## src/rtl/wbss_pkg.sv

```systemverilog
// Shared constants and types for the wildcard byte signature scan unit.
package wbss_pkg;

    localparam int MAX_SIG_BYTES = 32;
    localparam int ADDR_BITS     = 48;
    localparam int LEN_BITS      = 6;
    localparam int OFFSET_BITS   = 32;
    localparam int DATA_BITS     = 64;
    localparam int PADDR_BITS    = 6;
    localparam int REG_IDX_LSB   = 3;

    localparam logic [7:0] WILDCARD_BYTE = 8'h2A;

    typedef logic [MAX_SIG_BYTES-1:0][7:0] byte_vec_t;

    typedef enum logic [2:0] {
        REG_SIG_0_7    = 3'd0,
        REG_SIG_8_15   = 3'd1,
        REG_SIG_16_23  = 3'd2,
        REG_SIG_24_31  = 3'd3,
        REG_SIG_LENGTH = 3'd4,
        REG_BASE_ADDR  = 3'd5,
        REG_OFFSET     = 3'd6
    } reg_idx_t;

    // Signature prepared for the window compare: entry k lines up with the
    // byte received k requests ago.
    typedef struct packed {
        byte_vec_t              sig_aligned;
        logic [MAX_SIG_BYTES-1:0] care;
        logic [LEN_BITS-1:0]    len_eff;
        logic [ADDR_BITS-1:0]   addr_bias;
    } cfg_t;

endpackage

```

## src/rtl/wbss_cfg_regs.sv

```systemverilog
// Configuration registers and the signature alignment derived from them.
module wbss_cfg_regs (
    input  logic                                 clk,
    input  logic                                 rst_n,
    input  logic                                 psel,
    input  logic                                 penable,
    input  logic                                 pwrite,
    input  logic [wbss_pkg::PADDR_BITS-1:0]      paddr,
    input  logic [wbss_pkg::DATA_BITS-1:0]       pwdata,
    output logic [wbss_pkg::DATA_BITS-1:0]       prdata,
    output logic                                 pready,
    output wbss_pkg::cfg_t                       cfg
);

    logic [3:0][wbss_pkg::DATA_BITS-1:0]   sig_reg;
    logic [wbss_pkg::LEN_BITS-1:0]         len_reg;
    logic [wbss_pkg::ADDR_BITS-1:0]        base_reg;
    logic [wbss_pkg::OFFSET_BITS-1:0]      offset_reg;
    wbss_pkg::byte_vec_t                   sig_bytes;
    wbss_pkg::cfg_t                        cfg_reg;
    wbss_pkg::cfg_t                        cfg_next;
    wbss_pkg::reg_idx_t                    reg_idx;
    logic                                  wr_en;

    assign pready    = 1'b1;
    assign reg_idx   = wbss_pkg::reg_idx_t'(paddr[wbss_pkg::PADDR_BITS-1:wbss_pkg::REG_IDX_LSB]);
    assign wr_en     = psel && penable && pwrite;
    assign sig_bytes = sig_reg;
    assign cfg       = cfg_reg;

    always_ff @(posedge clk or negedge rst_n)
    begin
        if (!rst_n)
        begin
            sig_reg    <= '0;
            len_reg    <= wbss_pkg::LEN_BITS'(1);
            base_reg   <= '0;
            offset_reg <= '0;
        end
        else if (wr_en)
        begin
            unique case (reg_idx)
                wbss_pkg::REG_SIG_0_7:    sig_reg[0] <= pwdata;
                wbss_pkg::REG_SIG_8_15:   sig_reg[1] <= pwdata;
                wbss_pkg::REG_SIG_16_23:  sig_reg[2] <= pwdata;
                wbss_pkg::REG_SIG_24_31:  sig_reg[3] <= pwdata;
                wbss_pkg::REG_SIG_LENGTH: len_reg    <= pwdata[wbss_pkg::LEN_BITS-1:0];
                wbss_pkg::REG_BASE_ADDR:  base_reg   <= pwdata[wbss_pkg::ADDR_BITS-1:0];
                wbss_pkg::REG_OFFSET:     offset_reg <= pwdata[wbss_pkg::OFFSET_BITS-1:0];
                default: ;
            endcase
        end
    end

    always_comb
    begin
        unique case (reg_idx)
            wbss_pkg::REG_SIG_0_7:    prdata = sig_reg[0];
            wbss_pkg::REG_SIG_8_15:   prdata = sig_reg[1];
            wbss_pkg::REG_SIG_16_23:  prdata = sig_reg[2];
            wbss_pkg::REG_SIG_24_31:  prdata = sig_reg[3];
            wbss_pkg::REG_SIG_LENGTH: prdata = wbss_pkg::DATA_BITS'(len_reg);
            wbss_pkg::REG_BASE_ADDR:  prdata = wbss_pkg::DATA_BITS'(base_reg);
            wbss_pkg::REG_OFFSET:     prdata = wbss_pkg::DATA_BITS'(offset_reg);
            default:                  prdata = '0;
        endcase
    end

    // The compare sees signature byte L-1-k against the byte received k requests ago.
    always_comb
    begin
        logic [wbss_pkg::LEN_BITS-1:0] sel;
        logic [7:0]                    sb;
        if (len_reg == '0)
            cfg_next.len_eff = wbss_pkg::LEN_BITS'(1);
        else if (len_reg > wbss_pkg::LEN_BITS'(wbss_pkg::MAX_SIG_BYTES))
            cfg_next.len_eff = wbss_pkg::LEN_BITS'(wbss_pkg::MAX_SIG_BYTES);
        else
            cfg_next.len_eff = len_reg;
        for (int k = 0; k < wbss_pkg::MAX_SIG_BYTES; k++)
        begin
            sel = cfg_next.len_eff - wbss_pkg::LEN_BITS'(k + 1);
            sb  = sig_bytes[sel[wbss_pkg::LEN_BITS-2:0]];
            cfg_next.sig_aligned[k] = sb;
            cfg_next.care[k] = (wbss_pkg::LEN_BITS'(k) < cfg_next.len_eff)
                               && (sb != wbss_pkg::WILDCARD_BYTE);
        end
        cfg_next.addr_bias = base_reg
                             - wbss_pkg::ADDR_BITS'(cfg_next.len_eff)
                             + wbss_pkg::ADDR_BITS'(offset_reg);
    end

    always_ff @(posedge clk)
    begin
        cfg_reg <= cfg_next;
    end

endmodule

```

## src/rtl/wildcard_byte_signature_scan_unit.sv

```systemverilog
// Top level of the wildcard byte signature scan unit: byte window, compare and result register.
//
//  Channel   Direction  Handshake            Payload
//  in        request    in_valid / in_stall  mem_byte, region_end
//  out       result     out_valid/out_stall  found, match_address
//  cfg       APB r/w    psel/penable/pready  paddr, pwdata, prdata
//
// One byte is accepted per cycle while in_stall is low; its result follows the window stage.
// The window register feeds 32 parallel byte compares straight into the result register.
// Reset clears the byte count, the match flag and both valid flags.
// A stalled result holds the result register; one further byte may then wait in the
// window stage, after which in_stall rises.
module wildcard_byte_signature_scan_unit (
    input  logic                             clk,
    input  logic                             rst_n,
    input  logic                             in_valid,
    output logic                             in_stall,
    input  logic [7:0]                       mem_byte,
    input  logic                             region_end,
    output logic                             out_valid,
    input  logic                             out_stall,
    output logic                             found,
    output logic [wbss_pkg::ADDR_BITS-1:0]   match_address,
    input  logic                             psel,
    input  logic                             penable,
    input  logic                             pwrite,
    input  logic [wbss_pkg::PADDR_BITS-1:0]  paddr,
    input  logic [wbss_pkg::DATA_BITS-1:0]   pwdata,
    output logic [wbss_pkg::DATA_BITS-1:0]   prdata,
    output logic                             pready
);

    wbss_pkg::cfg_t                   cfg;
    wbss_pkg::byte_vec_t              window_reg;
    logic [wbss_pkg::ADDR_BITS-1:0]   count_reg;
    logic [wbss_pkg::ADDR_BITS-1:0]   count_base;
    logic                             s1_valid_reg;
    logic                             s1_last_reg;
    logic                             match_reported_reg;
    logic                             match_reported_next;
    logic                             out_valid_reg;
    logic                             out_valid_next;
    logic                             found_reg;
    logic                             found_next;
    logic [wbss_pkg::ADDR_BITS-1:0]   addr_reg;
    logic [wbss_pkg::ADDR_BITS-1:0]   addr_next;
    logic                             out_free;
    logic                             accept;
    logic                             process;
    logic                             window_full;
    logic                             pattern_ok;
    logic                             hit;

    wbss_cfg_regs u_cfg (
        .clk     (clk),
        .rst_n   (rst_n),
        .psel    (psel),
        .penable (penable),
        .pwrite  (pwrite),
        .paddr   (paddr),
        .pwdata  (pwdata),
        .prdata  (prdata),
        .pready  (pready),
        .cfg     (cfg)
    );

    assign out_free = !out_valid_reg || !out_stall;
    assign in_stall = s1_valid_reg && !out_free;
    assign accept   = in_valid && !in_stall;
    assign process  = s1_valid_reg && out_free;

    // A new region starts from an empty count after the last byte of the previous one.
    assign count_base = s1_last_reg ? '0 : count_reg;

    always_ff @(posedge clk or negedge rst_n)
    begin
        if (!rst_n)
        begin
            s1_valid_reg <= 1'b0;
            s1_last_reg  <= 1'b0;
            count_reg    <= '0;
        end
        else
        begin
            if (accept)
            begin
                s1_valid_reg <= 1'b1;
                s1_last_reg  <= region_end;
                count_reg    <= count_base + wbss_pkg::ADDR_BITS'(1);
            end
            else if (process)
            begin
                s1_valid_reg <= 1'b0;
            end
        end
    end

    always_ff @(posedge clk)
    begin
        if (accept)
        begin
            window_reg <= {window_reg[wbss_pkg::MAX_SIG_BYTES-2:0], mem_byte};
        end
    end

    always_comb
    begin
        pattern_ok = 1'b1;
        for (int k = 0; k < wbss_pkg::MAX_SIG_BYTES; k++)
        begin
            if (cfg.care[k] && (cfg.sig_aligned[k] != window_reg[k]))
                pattern_ok = 1'b0;
        end
    end

    assign window_full = count_reg >= wbss_pkg::ADDR_BITS'(cfg.len_eff);
    assign hit         = !match_reported_reg && window_full && pattern_ok;

    always_comb
    begin
        match_reported_next = match_reported_reg;
        out_valid_next      = out_valid_reg;
        found_next          = found_reg;
        addr_next           = addr_reg;
        if (process)
        begin
            out_valid_next      = hit || (s1_last_reg && !match_reported_reg);
            found_next          = hit;
            addr_next           = hit ? (cfg.addr_bias + count_reg) : '0;
            match_reported_next = s1_last_reg ? 1'b0 : (match_reported_reg || hit);
        end
        else if (out_free)
        begin
            out_valid_next = 1'b0;
        end
    end

    always_ff @(posedge clk or negedge rst_n)
    begin
        if (!rst_n)
        begin
            match_reported_reg <= 1'b0;
            out_valid_reg      <= 1'b0;
        end
        else
        begin
            match_reported_reg <= match_reported_next;
            out_valid_reg      <= out_valid_next;
        end
    end

    always_ff @(posedge clk)
    begin
        found_reg <= found_next;
        addr_reg  <= addr_next;
    end

    assign out_valid     = out_valid_reg;
    assign found         = found_reg;
    assign match_address = addr_reg;

`ifndef SYNTH
    a_not_found_zero_addr: assert property (@(posedge clk) disable iff (!rst_n)
        (out_valid_reg && !found_reg) |-> (addr_reg == '0))
        else $error("Not-found result carries a non-zero address.");

    a_stall_needs_pending: assert property (@(posedge clk) disable iff (!rst_n)
        in_stall |-> (s1_valid_reg && out_valid_reg))
        else $error("Input stalled without a pending byte and a held result.");

    a_match_flag_source: assert property (@(posedge clk) disable iff (!rst_n)
        $rose(match_reported_reg) |-> (out_valid_reg && found_reg))
        else $error("Match flag set without a found result.");

    a_one_result_per_region: assert property (@(posedge clk) disable iff (!rst_n)
        (process && match_reported_reg) |=> !(out_valid_reg && found_reg && $rose(out_valid_reg)))
        else $error("Second found result within one region.");
`endif

endmodule
```

## config.mk

```make
export PLATFORM = sky130hd
export DESIGN_NAME = wildcard_byte_signature_scan_unit
export DESIGN_NICKNAME = d
export VERILOG_FILES = /design/src/rtl/wbss_pkg.sv /design/src/rtl/wbss_cfg_regs.sv /design/src/rtl/wildcard_byte_signature_scan_unit.sv
export SDC_FILE = /design/constraint.sdc
export NUM_CORES = 2
export LEC_CHECK = 0
export BUFFER_PORTS_ARGS = -buffer_cell sky130_fd_sc_hd__buf_4
export CAP_MARGIN = 40
export CORE_UTILIZATION = 25
export CTS_CLUSTER_DIAMETER = 120
export DETAILED_ROUTE_END_ITERATION = 8
export SYNTH_ARGS = -nofsm -noshare
export SYNTH_HDL_FRONTEND = slang
export SYNTH_SLANG_ARGS = --single-unit
export TNS_END_PERCENT = 1
```

## constraint.sdc

```tcl
create_clock -name clk -period 11.4 [get_ports clk]
set_input_delay 2.28 -clock clk [delete_from_list [all_inputs] [get_ports clk]]
set_output_delay 2.28 -clock clk [all_outputs]
set_load 0.05 [all_outputs]
```

======== After elaboration in Yosys (flattened, before gate mapping) ========
Index checks and enable logic that the tools add are counted.
operators by class
  reductions and logical operators ........ 91
  add/sub/neg operators ................... 36
  magnitude comparators ................... 66
  equal/unequal tests ..................... 70
  mux-type cells .......................... 105
operator list
  cell                                                    number
  binary-select mux 8 bit (select 5 bit)                  32
  case mux 64 bit (7 select lines)                        1
  2-to-1 mux 8 bit                                        32
  inequality test 8 x 6 -> 1 bit (second input constant)  32
  inequality test 8 bit                                   32
  < comparator 5 x 6 -> 1 bit (second input constant)     32
  < comparator 5 x 6 -> 1 bit (first input constant)      16
  subtractor 5 bit (second input constant)                16
  logical AND 1 bit                                       72
  adder 48 x 1 -> 48 bit (second input constant)          1
  adder 48 x 32 -> 48 bit                                 1
  adder 48 bit                                            1
  greater-or-equal comparator 48 x 6 -> 1 bit             1
  < comparator 4 x 6 -> 1 bit (first input constant)      8
  2-to-1 mux 48 bit                                       1
  subtractor 48 x 6 -> 48 bit                             1
  subtractor 5 x 4 -> 5 bit (second input constant)       8
  2-to-1 mux 1 bit                                        37
  < comparator 3 x 6 -> 1 bit (first input constant)      4
  subtractor 5 x 3 -> 5 bit (second input constant)       4
  AND reduction 2 bit                                     7
  < comparator 1 x 6 -> 1 bit (first input constant)      2
  < comparator 2 x 6 -> 1 bit (first input constant)      2
  2-to-1 mux 6 bit                                        2
  other kinds (11)                                        23
word-level totals
  output and inout bits ................... 116
  logic and storage cells ................. 449
  input port bits ......................... 86
  flip-flop bits (word level) ............. 1041

======== Logic depth before layout (Yosys ltp) ========
  word-level depth ........................ 37
  depth in mapped cells ................... 20
  gate-level depth less buffers ........... 19

======== By module ========
Synthesis repeated with hierarchy kept, for this count alone.
unflattened totals
  cells, all modules ...................... 6168
  area total of the unflattened synthesis .. 64140.3 um^2
modules (own cells, without submodules)
  module                             area an instance (um^2)  instances  cells each  sequential area each (um^2)
  wbss_cfg_regs                      46051.7                  1          4690        15406.0
  wildcard_byte_signature_scan_unit  18088.6                  1          1478        10460.0

======== Least setup slack after synthesis ========
OpenSTA, ideal clock, no wires.
  path type ............................... input-to-reg
  start point ............................. in out_stall
  end point ............................... reg count_reg[42] (netlist name)
  slack ................................... 1.076 ns
  path buffers ............................ 1
  cell stages on the path ................. 6
  data required time ...................... 11.331 ns
  setup time .............................. 0.069 ns
  arrival time ............................ 10.255 ns
  cell sequence ........................... nand3_1 > nand2_1 > clkbuf_1 > clkinv_1 > nor2_1 > a22o_1
on the way
  longest elaborated chain between the ends .. 6
ends and longest elaborated chain
  what                  RTL line                                 source
  from (decl)           wildcard_byte_signature_scan_unit.sv:21  input logic out_stall,
  logical NOT 1 bit     wildcard_byte_signature_scan_unit.sv:67  assign out_free = !out_valid_reg || !out_stall;
  logical OR 1 bit      wildcard_byte_signature_scan_unit.sv:67
  logical NOT 1 bit     wildcard_byte_signature_scan_unit.sv:68  assign in_stall = s1_valid_reg && !out_free;
  logical AND 1 bit     wildcard_byte_signature_scan_unit.sv:68
  logical NOT 1 bit     wildcard_byte_signature_scan_unit.sv:69  assign accept = in_valid && !in_stall;
  logical AND 1 bit     wildcard_byte_signature_scan_unit.sv:69
  named net accept      wildcard_byte_signature_scan_unit.sv:48  logic accept;
  to (signal assigned)  wildcard_byte_signature_scan_unit.sv:89  count_reg <= count_base + wbss_pkg::ADDR_BITS'(1);
  to (decl)             wildcard_byte_signature_scan_unit.sv:35  logic [wbss_pkg::ADDR_BITS-1:0] count_reg;
The timed path passes the listed nets, and every way through them passes these cells.
A chain may end at the register's enable or synchronous reset.

======== Worst setup path after layout ========
  start point ............................. in paddr[4] (netlist name)
  end point ............................... out prdata[23] (netlist name)
on the way
  longest elaborated chain between the ends .. 2
  elaborated cells on any way between the ends .. 8
  classes of those cells .................. eq/ne: 6; mux: 1; reduce/logical: 1
ends and longest elaborated chain
  what                                         RTL line                                 source
  from (decl)                                  wildcard_byte_signature_scan_unit.sv:27  input logic [wbss_pkg::PADDR_BITS-1:0] paddr,
  equality test 3 bit (tied with other cells)  wbss_cfg_regs.sv:57                      unique case (reg_idx)
  case mux 64 bit (7 select lines) *           wbss_cfg_regs.sv:57
  to (decl)                                    wildcard_byte_signature_scan_unit.sv:29  output logic [wbss_pkg::DATA_BITS-1:0] prdata,
Mark *: on every way between the ends. The rest lies on a longest branch, timed or not.

==> metrics.txt <==
Tightest Pin Transition 1.28 ns; syn nets 5,782; Hold Fails Final Rpt 0; worst reg2reg setup slack 4.75 ns; Die H 485 um; flops & latches, synth 1,041; multiplexer area fraction after synthesis 0.190; FP Rows 176; CP Max Fanout 43; CTS Hold Bufs 0; Post-CTS Resized 0; Synth Area in XOR/XNOR 0.0616; Synth Warn # 0; # DRC 0; most common library cells after synthesis nand2_1, dfrtp_1, mux2i_1; core outline area 231,000 sq um; Die Span X 485 um; CTS buffer count 106; Mean Syn Cell Area 10.5 sq um; CTS tree yes; Syn Inst Count 5,549; leakage power 27.9 nW; placer congestion estimate 1.07; vias in the first global route 43.9k; most common flop cell mapped by yosys dfrtp_1; DR vias 47.5k; main combinational cell family by area after synthesis multiplexers; max capacitance violation total 0; RSZ-0062 raised after global routing false; Routed WL 238,000 um; register area share after synthesis 0.443; maximum clock rate 0.138 GHz; initial antenna violation count 20; CTS Sinks 1,041; half-perimeter wire length after placement 190,000 um; Hold EP window_reg[89]$_DFFE_PP_; Hold Crit Class flip-flop to flip-flop; Critical Path End Type primary output; Worst EP required 9.12 ns; ranking of synthesized cells by area dfrtp_1, edfxtp_1, dfxtp_1; fraction of layout cells with a size suffix above 1 0.186; largest buffer count on any clock path 3; r2r startpoint u_cfg.len_reg[5]$_DFFE_PN0P_; Worst-path clk slew 0.07 ns; first-pass GRT wire length 330,000 um; post-synthesis simple-gate area fraction 0.108; Unique masters post-synth 84; clock skew 0.0415 ns; starting density of the core 0.253; fin util 0.292; ys async rst share 0.378; VDD IR max 0.152 mV; Synth top area share 0.169; Vias per Instance 5.39; Synth Cell Area 58,300 sq um; EDFF count, synth 305; final net count 5,928; kind of critical path input port to primary output; port bufs 197; Final min period 7.25 ns; # IOs 202; grt ovf 0; Max-slew headroom 0.147; most frequent cell after synthesis nand2_1; critical path arrival 4.97 ns; max-slew violation count 0; Min-Delay Path Depth 0; remaining antenna violation count 0; WL/cell 27.0 um; Setup Buffers After CTS 0; Synth Area in Adders 0.0324; Critical Path Source Type input port; Worst R2R Path Depth 11; max reg flops 342; largest net degree at the start of global routing 179; die area 235,000 sq um; Initial DRT Pass Iterations 7; cell taking the most area after synthesis dfrtp_1; Power Density 292 nW/um^2; hold path startpoint window_reg[81]$_DFFE_PP_; # setup viols final 0; total track usage 0.195; CTS H-tree lvls 3; root buf cell clkbuf_16; Skew-Pair Late Insertion Delay 0.77 ns; outcome finished clean; final worst-path cycle share 0.636; reg-to-reg endpoint u_cfg.cfg[82]$_DFF_P_; Synth Area in Compound Gates 0.128; Area Growth Syn to Fin 15.7%; TNS Setup 0 ns; drt initial violations 6,292
-- area by class of cell --
type | count | area [sq um]
Fill cell | 23600 | 163000
Inverter | 241 | 921
Antenna cell | 2 | 5.00
Clock buffer | 152 | 3130
Timing Repair Buffer | 338 | 2730
Multi-Input combinational cell | 3967 | 30600
Tap cell | 3026 | 3790
Clock inverter | 50 | 510
Sequential cell | 1041 | 25900
-- how the worst max path moves through the flow --
stage,startpoint,to,slack (ns),cells past startpoint
floorplan,out_stall,count_reg[42]$_DFFE_PN0P_,1.08,6
global placement,paddr[3],prdata[19],3.45,5
detailed placement,paddr[3],prdata[49],4.16,8
CTS,paddr[3],prdata[49],4.16,8
global route,paddr[3],prdata[49],4.05,8
finish,paddr[4],prdata[23],4.15,8
-- worst max-delay path, cell delays in order --
cell and delay (ns):
buf_4 0.52, nor2b_1 0.16, buf_4 0.23, nor2b_4 0.13, buf_4 0.32, a221oi_1 0.61, o221ai_1 0.34, buf_4 0.29
-- through the flow --
stage	cell area (sq um)	instances	hold slack [ns]	worst slack [ns]	total power, mW
2_1_floorplan	58300	5549	0.448	1.08	11.6
3_3_place_gp	63200	8550	0.453	3.45	15.4
3_5_place_dp	63800	8602	0.456	4.16	15.7
4_1_cts	67400	8804	0.468	4.16	19.3
5_1_grt	67500	8816	0.475	4.05	20.3
6_report	67500	8817	0.466	4.15	19.7
-- kinds of logic (layout without fill, tap and decap cells) --
| kind of cell | count (synthesis) | in the layout |
|---|---|---|
| AO/OA/AOI/OAI | 1108 | 1108 |
| XOR/XNOR | 409 | 409 |
| adder cells (fa/ha/maj) | 147 | 147 |
| buffers and inverters | 541 | 781 |
| flip-flops | 1041 | 1041 |
| multiplexers | 879 | 879 |
| other | 1 | 3 |
| AND/OR/NAND/NOR | 1423 | 1423 |
-- layout by cell type (no fill, tap or decap), types with 12 or more instances in the layout --
cell | netlist | final
a21o_1 | 52 | 52
a21oi_1 | 278 | 278
a221o_1 | 38 | 38
a221oi_1 | 66 | 66
a22o_1 | 78 | 78
a22oi_1 | 159 | 159
a31oi_1 | 27 | 27
and2_1 | 14 | 14
and3_1 | 12 | 12
and4_1 | 12 | 12
buf_4 | 3 | 309
clkbuf_1 | 229 | 21
clkbuf_16 | 0 | 111
clkbuf_8 | 0 | 20
clkinv_2 | 0 | 15
dfrtp_1 | 393 | 393
dfxtp_1 | 342 | 342
edfxtp_1 | 305 | 305
ha_1 | 140 | 139
inv_1 | 230 | 230
mux2_2 | 362 | 362
mux2i_1 | 370 | 370
mux4_2 | 147 | 147
nand2_1 | 876 | 875
nand2b_1 | 29 | 29
nand3_1 | 68 | 68
nand4_1 | 92 | 92
nor2_1 | 185 | 178
nor2b_1 | 24 | 20
nor3_1 | 28 | 26
nor4_1 | 21 | 20
nor4bb_1 | 16 | 16
o21a_1 | 15 | 15
o21ai_0 | 224 | 224
o221ai_1 | 73 | 73
o22ai_1 | 17 | 17
xnor2_1 | 339 | 332
xor2_1 | 68 | 66
-- report_power, final --
part           internal [mW]  total, mW  switching (mW)
clock                   2.04       3.61            1.56
combinational           3.62       10.6            7.02
sequential              4.85       5.49           0.646
total                   10.5       19.7            9.23
-- per-layer routing --
layer,part of all wire,global-route usage
met5,0.00044,0
met2,0.42,0.288
met3,0.10,0.0488
met1,0.41,0.261
met4,0.058,0.102
(Power assumes the default switching activity.)
